--- src/design/sfke_pkg.sv ---
package sfke_pkg;

  localparam int PAYLOAD_BYTES = 26;
  localparam int HEADER_BYTES  = 8;
  localparam int WIN_W         = HEADER_BYTES * 8;
  localparam int CNT_W         = $clog2(PAYLOAD_BYTES + 1);
  localparam int IDX_W         = $clog2(PAYLOAD_BYTES);

  // fixed payload layout
  localparam int PITCH_AT = 4;
  localparam int ROLL_AT  = 8;
  localparam int FING0_AT = 24;
  localparam int FING1_AT = 25;

  localparam logic [WIN_W-1:0] DATA_HDR = 64'h9426ae784df69505;
  localparam logic [WIN_W-1:0] OFF_HDR  = 64'h9527af794ef79606;

  localparam int CMDQ_DEPTH = 2;
  localparam int CMDQ_AW    = $clog2(CMDQ_DEPTH);
  localparam int CMDQ_CW    = $clog2(CMDQ_DEPTH + 1);
  localparam int OUTQ_DEPTH = 2;
  localparam int OUTQ_AW    = $clog2(OUTQ_DEPTH);
  localparam int OUTQ_CW    = $clog2(OUTQ_DEPTH + 1);

  localparam int KEY_COUNT  = 9;
  localparam int PAY_EVENTS = 6;
  localparam int EV_W       = $clog2(PAY_EVENTS);

  localparam logic [3:0] KEY_FWD   = 4'd0;
  localparam logic [3:0] KEY_BACK  = 4'd1;
  localparam logic [3:0] KEY_TURNL = 4'd2;
  localparam logic [3:0] KEY_TURNR = 4'd3;
  localparam logic [3:0] KEY_FIRE  = 4'd6;
  localparam logic [3:0] KEY_USE   = 4'd7;
  localparam logic [3:0] KEY_LAST  = 4'(KEY_COUNT - 1);

  // payload event order
  localparam logic [3:0] EV_KEY [PAY_EVENTS] = '{
    KEY_TURNL, KEY_TURNR, KEY_BACK, KEY_FWD, KEY_FIRE, KEY_USE
  };

  localparam logic [2:0] CFG_ROLL_LEFT  = 3'd0;
  localparam logic [2:0] CFG_ROLL_RIGHT = 3'd1;
  localparam logic [2:0] CFG_PITCH_BACK = 3'd2;
  localparam logic [2:0] CFG_PITCH_FWD  = 3'd3;
  localparam logic [2:0] CFG_FIRE       = 3'd4;
  localparam logic [2:0] CFG_USE        = 3'd5;

  localparam logic [31:0] RST_ROLL_LEFT  = -32'sd10000;
  localparam logic [31:0] RST_ROLL_RIGHT = 32'd20000;
  localparam logic [31:0] RST_PITCH_BACK = 32'd10000;
  localparam logic [31:0] RST_PITCH_FWD  = -32'sd10000;
  localparam logic [7:0]  RST_FIRE       = 8'd70;
  localparam logic [7:0]  RST_USE        = 8'd60;

  typedef struct packed {
    logic        is_off;
    logic [31:0] pitch;
    logic [31:0] roll;
    logic [7:0]  fing0;
    logic [7:0]  fing1;
  } cmd_t;

  typedef struct packed {
    logic [31:0] roll_left;
    logic [31:0] roll_right;
    logic [31:0] pitch_back;
    logic [31:0] pitch_fwd;
    logic [7:0]  fire;
    logic [7:0]  use_lim;
  } limits_t;

  typedef struct packed {
    logic [3:0] key_index;
    logic       key_down;
    logic       last_event;
  } evt_t;

endpackage

--- src/design/sfke_front.sv ---
module sfke_front
  import sfke_pkg::*;
(
  input  logic       clk,
  input  logic       rst_n,
  input  logic       in_push,
  input  logic [7:0] in_rx_byte,
  input  logic       q_full,
  output logic       cmd_push,
  output cmd_t       cmd_data
);

  logic [WIN_W-1:0] win_r, win_nxt;
  logic [CNT_W-1:0] cnt_r, cnt_nxt;
  logic [31:0]      pitch_r, pitch_nxt;
  logic [31:0]      roll_r, roll_nxt;
  logic [7:0]       fing0_r, fing0_nxt;
  logic [7:0]       fing1_r, fing1_nxt;
  logic [CNT_W-1:0] pos;
  logic [IDX_W-1:0] idx;
  logic             accept;

  always_comb begin
    accept    = in_push && !q_full;
    win_nxt   = win_r;
    cnt_nxt   = cnt_r;
    pitch_nxt = pitch_r;
    roll_nxt  = roll_r;
    fing0_nxt = fing0_r;
    fing1_nxt = fing1_r;
    cmd_push  = 1'b0;
    pos       = CNT_W'(PAYLOAD_BYTES) - cnt_r;
    idx       = pos[IDX_W-1:0];
    cmd_data.is_off = 1'b0;
    if (accept) begin
      if (cnt_r != '0) begin
        // payload byte, kept only where the layout needs it
        for (int k = 0; k < 4; k++) begin
          if (idx == IDX_W'(PITCH_AT + k)) pitch_nxt[8*k +: 8] = in_rx_byte;
          if (idx == IDX_W'(ROLL_AT + k))  roll_nxt[8*k +: 8]  = in_rx_byte;
        end
        if (idx == IDX_W'(FING0_AT)) fing0_nxt = in_rx_byte;
        if (idx == IDX_W'(FING1_AT)) fing1_nxt = in_rx_byte;
        cnt_nxt = cnt_r - 1'b1;
        if (cnt_r == CNT_W'(1)) cmd_push = 1'b1;
      end else begin
        win_nxt = {win_r[WIN_W-9:0], in_rx_byte};
        priority if (win_nxt == DATA_HDR) begin
          cnt_nxt = CNT_W'(PAYLOAD_BYTES);
        end else if (win_nxt == OFF_HDR) begin
          cmd_push        = 1'b1;
          cmd_data.is_off = 1'b1;
        end
      end
    end
    cmd_data.pitch = pitch_nxt;
    cmd_data.roll  = roll_nxt;
    cmd_data.fing0 = fing0_nxt;
    cmd_data.fing1 = fing1_nxt;
  end

  always_ff @(posedge clk) begin
    if (!rst_n) begin
      win_r <= '0;
      cnt_r <= '0;
    end else begin
      win_r <= win_nxt;
      cnt_r <= cnt_nxt;
    end
  end

  always_ff @(posedge clk) begin
    pitch_r <= pitch_nxt;
    roll_r  <= roll_nxt;
    fing0_r <= fing0_nxt;
    fing1_r <= fing1_nxt;
  end

endmodule

--- src/design/sfke_cmdq.sv ---
module sfke_cmdq
  import sfke_pkg::*;
(
  input  logic clk,
  input  logic rst_n,
  input  logic push,
  input  cmd_t push_data,
  output logic full,
  input  logic pop,
  output cmd_t pop_data,
  output logic empty
);

  cmd_t               mem [CMDQ_DEPTH];
  logic [CMDQ_AW-1:0] wp_r, wp_nxt, rp_r, rp_nxt;
  logic [CMDQ_CW-1:0] cnt_r, cnt_nxt;
  logic               do_push, do_pop;

  always_comb begin
    full     = (cnt_r == CMDQ_CW'(CMDQ_DEPTH));
    empty    = (cnt_r == '0);
    do_push  = push && !full;
    do_pop   = pop && !empty;
    pop_data = mem[rp_r];
    wp_nxt   = wp_r;
    rp_nxt   = rp_r;
    if (do_push) wp_nxt = (wp_r == CMDQ_AW'(CMDQ_DEPTH - 1)) ? '0 : wp_r + 1'b1;
    if (do_pop)  rp_nxt = (rp_r == CMDQ_AW'(CMDQ_DEPTH - 1)) ? '0 : rp_r + 1'b1;
    cnt_nxt = cnt_r + CMDQ_CW'(do_push) - CMDQ_CW'(do_pop);
  end

  always_ff @(posedge clk) begin
    if (!rst_n) begin
      wp_r  <= '0;
      rp_r  <= '0;
      cnt_r <= '0;
    end else begin
      wp_r  <= wp_nxt;
      rp_r  <= rp_nxt;
      cnt_r <= cnt_nxt;
    end
  end

  always_ff @(posedge clk) begin
    if (do_push) mem[wp_r] <= push_data;
  end

endmodule

--- src/design/sfke_back.sv ---
module sfke_back
  import sfke_pkg::*;
(
  input  logic       clk,
  input  logic       rst_n,
  input  logic       cmd_empty,
  input  cmd_t       cmd_data,
  output logic       cmd_pop,
  input  limits_t    lim,
  input  logic       out_pop,
  output logic       out_empty,
  output logic [3:0] out_key_index,
  output logic       out_key_down,
  output logic       out_last_event
);

  typedef enum logic [2:0] {
    ST_IDLE = 3'b001,
    ST_PAY  = 3'b010,
    ST_OFF  = 3'b100
  } state_t;

  state_t                 state_r, state_nxt;
  logic [KEY_COUNT-1:0]   key_r, key_nxt;
  logic [PAY_EVENTS-1:0]  pend_r, pend_nxt;
  logic [PAY_EVENTS-1:0]  want_r, want_nxt;
  logic [3:0]             offk_r, offk_nxt;
  logic [PAY_EVENTS-1:0]  want, cur, rest;
  logic [EV_W-1:0]        first;
  logic                   found;
  logic                   room;
  logic                   ev_valid;
  evt_t                   ev;

  evt_t                   oq [OUTQ_DEPTH];
  logic [OUTQ_AW-1:0]     wp_r, wp_nxt, rp_r, rp_nxt;
  logic [OUTQ_CW-1:0]     oc_r, oc_nxt;
  logic                   do_out;

  always_comb begin
    want[0] = $signed(cmd_data.roll)  < $signed(lim.roll_left);
    want[1] = $signed(cmd_data.roll)  > $signed(lim.roll_right);
    want[2] = $signed(cmd_data.pitch) > $signed(lim.pitch_back);
    want[3] = $signed(cmd_data.pitch) < $signed(lim.pitch_fwd);
    want[4] = $signed(cmd_data.fing1) > $signed(lim.fire);
    want[5] = $signed(cmd_data.fing0) > $signed(lim.use_lim);
    for (int i = 0; i < PAY_EVENTS; i++) cur[i] = key_r[EV_KEY[i]];

    first = '0;
    found = 1'b0;
    for (int i = 0; i < PAY_EVENTS; i++) begin
      if (pend_r[i] && !found) begin
        first = EV_W'(i);
        found = 1'b1;
      end
    end
    rest = pend_r & ~(PAY_EVENTS'(1) << first);
  end

  always_comb begin
    room      = (oc_r != OUTQ_CW'(OUTQ_DEPTH));
    cmd_pop   = (state_r == ST_IDLE) && !cmd_empty;
    state_nxt = state_r;
    key_nxt   = key_r;
    pend_nxt  = pend_r;
    want_nxt  = want_r;
    offk_nxt  = offk_r;
    ev_valid  = 1'b0;
    ev        = '0;
    unique case (state_r)
      ST_IDLE: begin
        if (cmd_pop) begin
          if (cmd_data.is_off) begin
            state_nxt = ST_OFF;
            offk_nxt  = KEY_LAST;
            key_nxt   = '0;
          end else begin
            // key state moves at load; events drain afterwards
            for (int i = 0; i < PAY_EVENTS; i++) key_nxt[EV_KEY[i]] = want[i];
            pend_nxt = want ^ cur;
            want_nxt = want;
            if ((want ^ cur) != '0) state_nxt = ST_PAY;
          end
        end
      end
      ST_PAY: begin
        if (room) begin
          ev_valid      = 1'b1;
          ev.key_index  = EV_KEY[first];
          ev.key_down   = want_r[first];
          ev.last_event = (rest == '0);
          pend_nxt      = rest;
          if (rest == '0) state_nxt = ST_IDLE;
        end
      end
      ST_OFF: begin
        if (room) begin
          ev_valid      = 1'b1;
          ev.key_index  = offk_r;
          ev.key_down   = 1'b0;
          ev.last_event = (offk_r == '0);
          offk_nxt      = offk_r - 1'b1;
          if (offk_r == '0) state_nxt = ST_IDLE;
        end
      end
      default: state_nxt = ST_IDLE;
    endcase
  end

  // result queue
  always_comb begin
    out_empty      = (oc_r == '0);
    do_out         = out_pop && !out_empty;
    out_key_index  = oq[rp_r].key_index;
    out_key_down   = oq[rp_r].key_down;
    out_last_event = oq[rp_r].last_event;
    wp_nxt = wp_r;
    rp_nxt = rp_r;
    if (ev_valid) wp_nxt = (wp_r == OUTQ_AW'(OUTQ_DEPTH - 1)) ? '0 : wp_r + 1'b1;
    if (do_out)   rp_nxt = (rp_r == OUTQ_AW'(OUTQ_DEPTH - 1)) ? '0 : rp_r + 1'b1;
    oc_nxt = oc_r + OUTQ_CW'(ev_valid) - OUTQ_CW'(do_out);
  end

  always_ff @(posedge clk) begin
    if (!rst_n) begin
      state_r <= ST_IDLE;
      key_r   <= '0;
      pend_r  <= '0;
      offk_r  <= '0;
      wp_r    <= '0;
      rp_r    <= '0;
      oc_r    <= '0;
    end else begin
      state_r <= state_nxt;
      key_r   <= key_nxt;
      pend_r  <= pend_nxt;
      offk_r  <= offk_nxt;
      wp_r    <= wp_nxt;
      rp_r    <= rp_nxt;
      oc_r    <= oc_nxt;
    end
  end

  always_ff @(posedge clk) begin
    want_r <= want_nxt;
    if (ev_valid) oq[wp_r] <= ev;
  end

endmodule

--- src/design/sensor_frame_to_key_events.sv ---
// channel  | ports                                        | transfer when
// ---------+----------------------------------------------+---------------------
// input    | in_push, in_full, in_rx_byte                 | in_push && !in_full
// result   | out_empty, out_pop, out_key_index,           | out_pop && !out_empty
//          | out_key_down, out_last_event                 |
// config   | cfg_valid, cfg_ready, cfg_index, cfg_data    | cfg_valid && cfg_ready
//
// the front takes one byte per cycle while the command queue is not full; a byte
// that ends a payload or an off header queues one command for the back
// the back drains commands one event per cycle while the result queue has room:
// up to 6 events per payload, 9 per off header, after each command loads in idle
// in_full rises only while the 2-entry command queue is full; pop stalls fill the
// 2-entry result queue and hold the back, then reach in_full once commands back up
// reset is synchronous; cfg_ready is always high
module sensor_frame_to_key_events
  import sfke_pkg::*;
(
  input  logic        clk,
  input  logic        rst_n,
  input  logic        in_push,
  output logic        in_full,
  input  logic [7:0]  in_rx_byte,
  output logic        out_empty,
  input  logic        out_pop,
  output logic [3:0]  out_key_index,
  output logic        out_key_down,
  output logic        out_last_event,
  input  logic        cfg_valid,
  output logic        cfg_ready,
  input  logic [2:0]  cfg_index,
  input  logic [31:0] cfg_data
);

  limits_t lim_r, lim_nxt;
  logic    cmd_push, cmd_pop, cmd_empty, cmd_full;
  cmd_t    cmd_in, cmd_out;

  assign cfg_ready = 1'b1;
  assign in_full   = cmd_full;

  always_comb begin
    lim_nxt = lim_r;
    if (cfg_valid) begin
      unique case (cfg_index)
        CFG_ROLL_LEFT:  lim_nxt.roll_left  = cfg_data;
        CFG_ROLL_RIGHT: lim_nxt.roll_right = cfg_data;
        CFG_PITCH_BACK: lim_nxt.pitch_back = cfg_data;
        CFG_PITCH_FWD:  lim_nxt.pitch_fwd  = cfg_data;
        CFG_FIRE:       lim_nxt.fire       = cfg_data[7:0];
        CFG_USE:        lim_nxt.use_lim    = cfg_data[7:0];
        default:        lim_nxt = lim_r;
      endcase
    end
  end

  always_ff @(posedge clk) begin
    if (!rst_n) begin
      lim_r.roll_left  <= RST_ROLL_LEFT;
      lim_r.roll_right <= RST_ROLL_RIGHT;
      lim_r.pitch_back <= RST_PITCH_BACK;
      lim_r.pitch_fwd  <= RST_PITCH_FWD;
      lim_r.fire       <= RST_FIRE;
      lim_r.use_lim    <= RST_USE;
    end else begin
      lim_r <= lim_nxt;
    end
  end

  sfke_front u_front (
    .clk        (clk),
    .rst_n      (rst_n),
    .in_push    (in_push),
    .in_rx_byte (in_rx_byte),
    .q_full     (cmd_full),
    .cmd_push   (cmd_push),
    .cmd_data   (cmd_in)
  );

  sfke_cmdq u_cmdq (
    .clk       (clk),
    .rst_n     (rst_n),
    .push      (cmd_push),
    .push_data (cmd_in),
    .full      (cmd_full),
    .pop       (cmd_pop),
    .pop_data  (cmd_out),
    .empty     (cmd_empty)
  );

  sfke_back u_back (
    .clk            (clk),
    .rst_n          (rst_n),
    .cmd_empty      (cmd_empty),
    .cmd_data       (cmd_out),
    .cmd_pop        (cmd_pop),
    .lim            (lim_r),
    .out_pop        (out_pop),
    .out_empty      (out_empty),
    .out_key_index  (out_key_index),
    .out_key_down   (out_key_down),
    .out_last_event (out_last_event)
  );

endmodule

--- config.mk ---
export PLATFORM = sky130hd
export DESIGN_NAME = sensor_frame_to_key_events
export DESIGN_NICKNAME = d
export VERILOG_FILES = /design/src/design/sfke_pkg.sv /design/src/design/sfke_front.sv /design/src/design/sfke_cmdq.sv /design/src/design/sfke_back.sv /design/src/design/sensor_frame_to_key_events.sv
export SDC_FILE = /design/constraint.sdc
export NUM_CORES = 1
export LEC_CHECK = 0
export ABC_AREA = 1
export BUFFER_PORTS_ARGS = -buffer_cell sky130_fd_sc_hd__buf_2
export CAP_MARGIN = 20
export CORE_MARGIN = 2
export CORE_UTILIZATION = 63
export DETAILED_ROUTE_END_ITERATION = 16
export PLACE_DENSITY = 0.8
export SLEW_MARGIN = 40
export SYNTH_ARGS = -nofsm -noshare
export SYNTH_HDL_FRONTEND = slang
export SYNTH_HIERARCHICAL = 1
export SYNTH_SLANG_ARGS = --single-unit
--- constraint.sdc ---
create_clock -name clk -period 9.05 [get_ports clk]
set_input_delay 2.2625 -clock clk [delete_from_list [all_inputs] [get_ports clk]]
set_output_delay 2.2625 -clock clk [all_outputs]
set_load 0.1 [all_outputs]
==> results of run 1 <==
-- state kept, by name (all words and copies together), names as in the netlist, 6 cells and up, named ones only --
name / count
u_front/roll_r: 32
u_cmdq/mem: 162
u_back/oq: 12
u_front/fing1_r: 8
u_back/pend_r: 6
lim_r: 144
u_front/win_r: 56
u_front/fing0_r: 8
u_front/pitch_r: 32
u_back/key_r: 6
u_back/want_r: 6
-- worst max-delay path, cell delays in order --
cell,delay [ns]
buf_2,0.07
inv_1,0.03
nor2_1,0.38
inv_1,0.17
nor2_4,0.13
buf_4,0.50
inv_2,0.45
nor2_1,0.21
nand3_1,0.11
o21ai_0,0.17
nand3_1,0.16
inv_2,0.49
buf_4,0.76
-- area by class of cell --
cell class / instances / area share
Sequential cell: 494 / 0.459
Clock buffer: 67 / 0.0560
Tap cell: 468 / 0.0230
Timing Repair Buffer: 73 / 0.0189
Multi-Input combinational cell: 1740 / 0.390
Clock inverter: 27 / 0.00618
Inverter: 319 / 0.0470
-- metrics by stage --
step                      hold WS, ns  cells  setup slack, ns
after detailed placement        0.448   3092             2.75
after global placement          0.437   3090             2.76
after global routing            0.469   3188             2.99
after floorplan                 0.425   2651             1.71
final                           0.459   3188             3.29
after CTS                       0.459   3186             3.34
-- Yosys cell counts (2+ instances only) --
cell type  number
or2_2           2
nor2_1        339
nand3b_1        2
nor2_4          3
a21boi_0        3
buf_12          8
nor3_1         13
buf_6          10
o21ai_1        82
nor4_1          5
o21ai_0        91
xor2_1          6
nand2_2         4
clkbuf_1       32
nand2_4         3
nand2_1       559
mux2_2          7
nand3_4         6
mux2_4         80
buf_2          36
nand3_2         4
nand4_1        20
inv_2           5
ha_1          158
nor2_2          8
o21a_1          4
a21oi_1       128
inv_1         314
edfxtp_1      180
nand3_1       194
dfxtp_1       314
a21o_1          2
buf_1          11
-- final timing paths --
kind	from	depth (start not counted)	to
worst max-delay path	in_push	13	u_cmdq/mem[1][48]
worst min-delay path	u_back/rp_r	1	flop
worst max register to register	u_cmdq/cnt_r[0]	14	u_cmdq/mem[1][48]
worst min register to register	u_back/rp_r	1	flop
-- logic make-up (layout without fill, tap and decap cells) --
logic type | after synthesis | count (layout) | share of synthesized area
and+or+nand+nor | 1167 | 1167 | 0.211
DFF | 494 | 494 | 0.499
buffers and inverters | 417 | 486 | 0.0777
AOI/OAI and AO/OA | 321 | 321 | 0.0710
adders and majority gates | 158 | 158 | 0.0844
muxes | 87 | 87 | 0.0547
xor gates and xnor gates | 6 | 6 | 0.00224
other | 1 | 1 | 0.000160
-- power breakdown --
part	internal, mW	switching (mW)	leakage (nW)
logic	0.503	1.00	6.40
registers	2.73	0.199	4.15
clock network	1.11	0.874	0.783
total	4.34	2.07	11.3
-- routing by layer --
layer | track usage | vias up | routed length (um)
met1 | 0.348 | 8321 | 22700
li1 | - | 8727 | -
met3 | 0.0438 | 139 | 3320
met2 | 0.487 | 580 | 25900
met5 | 0 | - | 0
met4 | 0.133 | 0 | 2260
==> qor.yml, run 1 <==
final_layout:
  regArea_um2: 11700
  drive_gt1_frac: 0.107
  final_common_cell: "nand2_1"
  multiInputGateArea_um2: 9950
  post-route-util: 0.696
  nets: 2885
  diodes: 0
  fillCellCount: 2761
  areaGrowthSynthToFinish_pct: 8.87
  final_cell_mix: "557 x nand2_1, 334 x nor2_1, 313 x dfxtp_1"
  post-route-cell-area_um2: 25500
yosys:
  synth-main-ff-cell: "dfxtp_1"
  yosys_warnings: 6
  ys_top_cells_by_area: "dfxtp_1 27%, edfxtp_1 23%, nand2_1 9.0%"
  synth_edf_count: 180
  synthDistinctLibCells: 51
  synth_nets: 2857
  ys_seq_area_frac: 0.499
  ys_seq_elements: 494
  postSynthAreaPerCell_um2: 8.83
  yosysTopAreaCell: "dfxtp_1"
  yosysTopAreaCellShare: 0.268
  syn_area_um2: 23400
  async_flop_share: 0
  syn_inst: 2651
floorplan:
  num_rows: 70
  coreArea_um2: 36600
  dieArea_um2: 38700
  fp.dieH_um: 197
  die-width_um: 197
  start_util: 0.640
  ios: 57
placement:
  hpwl_um: 36700
  placed_cell_area_um2: 23800
  gp_congestion: 0.891
  port_buffers: 55
clocking:
  numCtsBuffers: 51
  cts_tree: "yes"
  ctsResizeCount: 0
  clock_latency_ns: 0.59
  htreeDepth: 2
  cts_hold_buffers: 0
  path_clk_slew_ns: 0.06
  clock_path_buffers: 3
  cts.sink_count: 494
  post_cts.repair.setup_buffers: 0
  cts_root_buf: "clkbuf_16"
drt:
  drc: 0
  ant_nets: 0
  vias: 17767
  dr.pass1.iters: 8
  wl_per_cell_um: 17.0
  vias_per_cell: 5.57
  drt_iter0_drc: 1389
  wirelength_um: 54200
timing:
  skew_ns: 0.0288
  report.final.slew_viol_count: 0
  setup_viol: 0
  max_clock_freq_mhz: 174
  fin_crit_ns: 5.76
  relSlewSlack: 0.435
  rsz0062_at_grt: "false"
  tightest_slew_ns: 0.847
  fin_crit_sh: 0.636
  finalSetupTns_ns: 0
  hold_viol_final: 0
setup_path:
  start_kind: "input pin"
  critPathCaptureType: "flop"
  critPathRequiredTime_ns: 9.26
  r2r_slack_ns: 4.41
  arrival_ns: 5.97
  setup.worst_path.class: "input pin to flop"
  crit_fanout: 72
pwr:
  power_density_nw_per_um2: 252
  ir_drop_mv: 0.185
  fin_total_pwr_mw: 6.42
  p_leak_nw: 11.3
global_route:
  antenna_found_initial: 0
  grt_usage: 0.282
  grt_pass1_vias: 17633
  grt_max_degree: 133
  grt_pass1_wl_um: 87000
  grt.overflow.total: 0
status:
  status: "complete, no violations"
run:
  drv_cap: 0
worst_hold_path:
  min_path_type: "flop to flop"
No activity file was read; power rests on OpenSTA's default activity.
==> run 2: changes to the inputs <==
--- a/config.mk
+++ b/config.mk
@@ -5,7 +5,7 @@
 export SDC_FILE = /design/constraint.sdc
 export NUM_CORES = 1
 export LEC_CHECK = 0
-export ABC_AREA = 1
+export ABC_AREA = 0
 export BUFFER_PORTS_ARGS = -buffer_cell sky130_fd_sc_hd__buf_2
 export CAP_MARGIN = 20
 export CORE_MARGIN = 2
==> constraint.sdc (replaced) <==
create_clock -name clk -period 5.53 [get_ports clk]
set_input_delay 1.3825 -clock clk [delete_from_list [all_inputs] [get_ports clk]]
set_output_delay 1.3825 -clock clk [all_outputs]
set_load 0.1 [all_outputs]
==> run 2 against run 1 <==
Against the previous run:
- design area shrank 0.35%
- sequential share of layout area grew 0.16 points
- critical path depth is the same
- critical path type is now flop to flop
- highest routed layer unchanged
==> qor.yml, run 2 <==
status:
  status: "complete, no violations"
clocking:
  cts_tree: "yes"
  path_clk_slew_ns: 0.06  # about the same
  cts.sink_count: 494  # unchanged
  post_cts.repair.setup_buffers: 0  # unchanged
  numCtsBuffers: 50  # -2.0%
  ctsResizeCount: 0  # unchanged
  cts_root_buf: "clkbuf_16"
  clock_latency_ns: 0.61  # +0.02 ns
  clock_path_buffers: 3  # unchanged
  htreeDepth: 2  # unchanged
  cts_hold_buffers: 0  # unchanged
final_layout:
  diodes: 0  # unchanged
  drive_gt1_frac: 0.163  # +0.0560
  post-route-cell-area_um2: 25400  # -0.35%
  final_common_cell: "dfxtp_1"
  areaGrowthSynthToFinish_pct: 9.34
  largestRegisters: "u_cmdq/mem x162, lim_r x144, u_front/win_r x56"
  largest_reg_flops: 162  # unchanged
  nets: 2316  # -20%
  final_cell_mix: "313 x dfxtp_1, 282 x nand2_1, 180 x edfxtp_1"
  fillCellCount: 2558  # -7.4%
  regMostFlops: "u_cmdq/mem"
pwr:
  power_density_nw_per_um2: 371  # +48%
  ir_drop_mv: 0.356  # +93%
  p_leak_nw: 10.6  # -6.7%
setup_path:
  arrival_ns: 4.85  # -1.12 ns
  critPathRequiredTime_ns: 5.97  # -3.29 ns
  crit_fanout: 55  # -24%
  start_kind: "flop"
  critPathCaptureType: "flop"
  setup.worst_path.class: "flop to flop"
yosys:
  async_flop_share: 0  # unchanged
  synth_nets: 2280  # -20%
  ys_seq_area_frac: 0.503  # +0.00395
  synthTopCellsByCount: "314 x dfxtp_1, 282 x nand2_1, 180 x edfxtp_1"
  synth-main-ff-cell: "dfxtp_1"
  synth.most_common_cell: "dfxtp_1"
  syn_area_um2: 23200  # -0.79%
  postSynthAreaPerCell_um2: 11.2  # +27%
  ys_top_cells_by_area: "dfxtp_1 27%, edfxtp_1 23%, ha_1 8.5%"
  ys_seq_elements: 494  # unchanged
  synthDistinctLibCells: 94  # +84%
  yosysTopAreaCellShare: 0.271  # +0.00213
  yosysTopAreaCell: "dfxtp_1"
  synth_edf_count: 180  # unchanged
  syn_inst: 2074  # -22%
  yosys_warnings: 6  # unchanged
global_route:
  use_met2: 0.448  # -0.0390
  grt.overflow.total: 0  # unchanged
  antenna_found_initial: 0  # unchanged
  top_usage_layer: "met2"
  grt_usage: 0.273  # -0.00963
  grt_pass1_wl_um: 81500  # -6.3%
  grt_use_met1: 0.378  # +0.0295
  grt_max_degree: 150  # +13%
  grtUsageMet3: 0.0442  # +0.000375
  grt_pass1_vias: 15006  # -15%
floorplan:
  num_rows: 70  # unchanged
  coreArea_um2: 36400  # -0.48%
  fp.dieH_um: 196  # -0.39%
  dieArea_um2: 38400  # -0.77%
  ios: 57  # unchanged
  start_util: 0.638  # -0.00197
  die-width_um: 196  # -0.39%
timing:
  relSlewSlack: 0.495  # +0.0597
  worst_hold_slack_ns: 0.457  # -0.00261 ns
  hold_viol_final: 0  # unchanged
  fin_crit_sh: 0.798
  max_clock_freq_mhz: 227
  fin_ws_ns: 1.12  # -2.18 ns
  setup_viol: 0  # unchanged
  finalSetupTns_ns: 0  # unchanged
  rsz0062_at_grt: "false"
  skew_ns: 0.0190  # -0.00982 ns
  tightest_slew_ns: 0.756  # -0.0903 ns
  fin_crit_ns: 4.41
  report.final.slew_viol_count: 0  # unchanged
worst_hold_path:
  min_path_type: "flop to flop"
drt:
  vias_per_cell: 5.81  # +4.2%
  drt_iter0_drc: 1160  # -16%
  dr.pass1.iters: 6  # -2
  wirelength_um: 52300  # -3.5%
  wl_per_cell_um: 19.9  # +17%
  drc: 0  # unchanged
  vias: 15221  # -14%
  ant_nets: 0  # unchanged
placement:
  pre_cts_ws_ns: 1.10  # -1.64 ns
  gp_congestion: 0.916  # +2.8%
  hpwl_um: 36800  # +0.18%
  placed_cell_area_um2: 23800  # -0.16%
  port_buffers: 55  # unchanged
run:
  drv_cap: 0  # unchanged
[run 2: worst max-delay path, stage by stage, from the launching register on]
cell      delay [ns]
dfxtp_4         0.49
buf_12          0.38
mux2_4          0.37
ha_1            0.33
nand4_1         0.19
nor4_1          0.57
a21boi_1        0.25
o31ai_1         0.15
a41oi_2         0.20
nand4_1         0.22
nor4b_2         0.37
a41oi_2         0.23
a211oi_1        0.36
a41oi_1         0.08
[run 2: layout make-up]
class	count	area, um^2	area share
clock inverters	28	238	0.00936
clock buffers	66	1360	0.0536
repair buffers	72	487	0.0192
flip-flops and latches	494	11700	0.460
multi-input cells	1321	10400	0.409
inverters	171	642	0.0253
well taps	468	586	0.0231
[run 2: metal layers]
layer	wire, um	share of wire
met1	23500	0.45
met2	24900	0.48
met3	2660	0.051
met4	1170	0.022
met5	0	0
[run 2: logic make-up after synthesis]
family,count (synthesis),synth area share
AND/OR/NAND/NOR,591,0.132
flip-flops,494,0.503
multiplexers,317,0.159
buffers and inverters,259,0.0513
AO/OA/AOI/OAI,242,0.0642
adder cells (fa/ha/maj),158,0.0851
XOR/XNOR,12,0.00452
other,1,0.000161
[run 2: final timing paths]
path	slack [ns]	end	start	cells past startpoint
max	1.12	u_back/state_r[0]	flop	13
min	0.46	lim_r[106]	lim_r[106]	2
max reg2reg	1.12	u_back/state_r[0]	flop	13
min reg2reg	0.46	lim_r[106]	lim_r[106]	2
[run 2: power by group]
part	internal (mW)	total [mW]	switching [mW]
clock network	1.85	3.29	1.44
registers	4.19	4.35	0.158
logic	0.670	1.79	1.12
[run 2: metrics by stage]
stage / cells / power [mW] / utilization
finish: 2620 / 9.43 / 0.697
global route: 2620 / 9.81 / 0.697
CTS: 2619 / 9.47 / 0.697
detailed placement: 2525 / 6.18 / 0.653
global placement: 2523 / 6.05 / 0.651
floorplan: 2074 / 5.68 / -
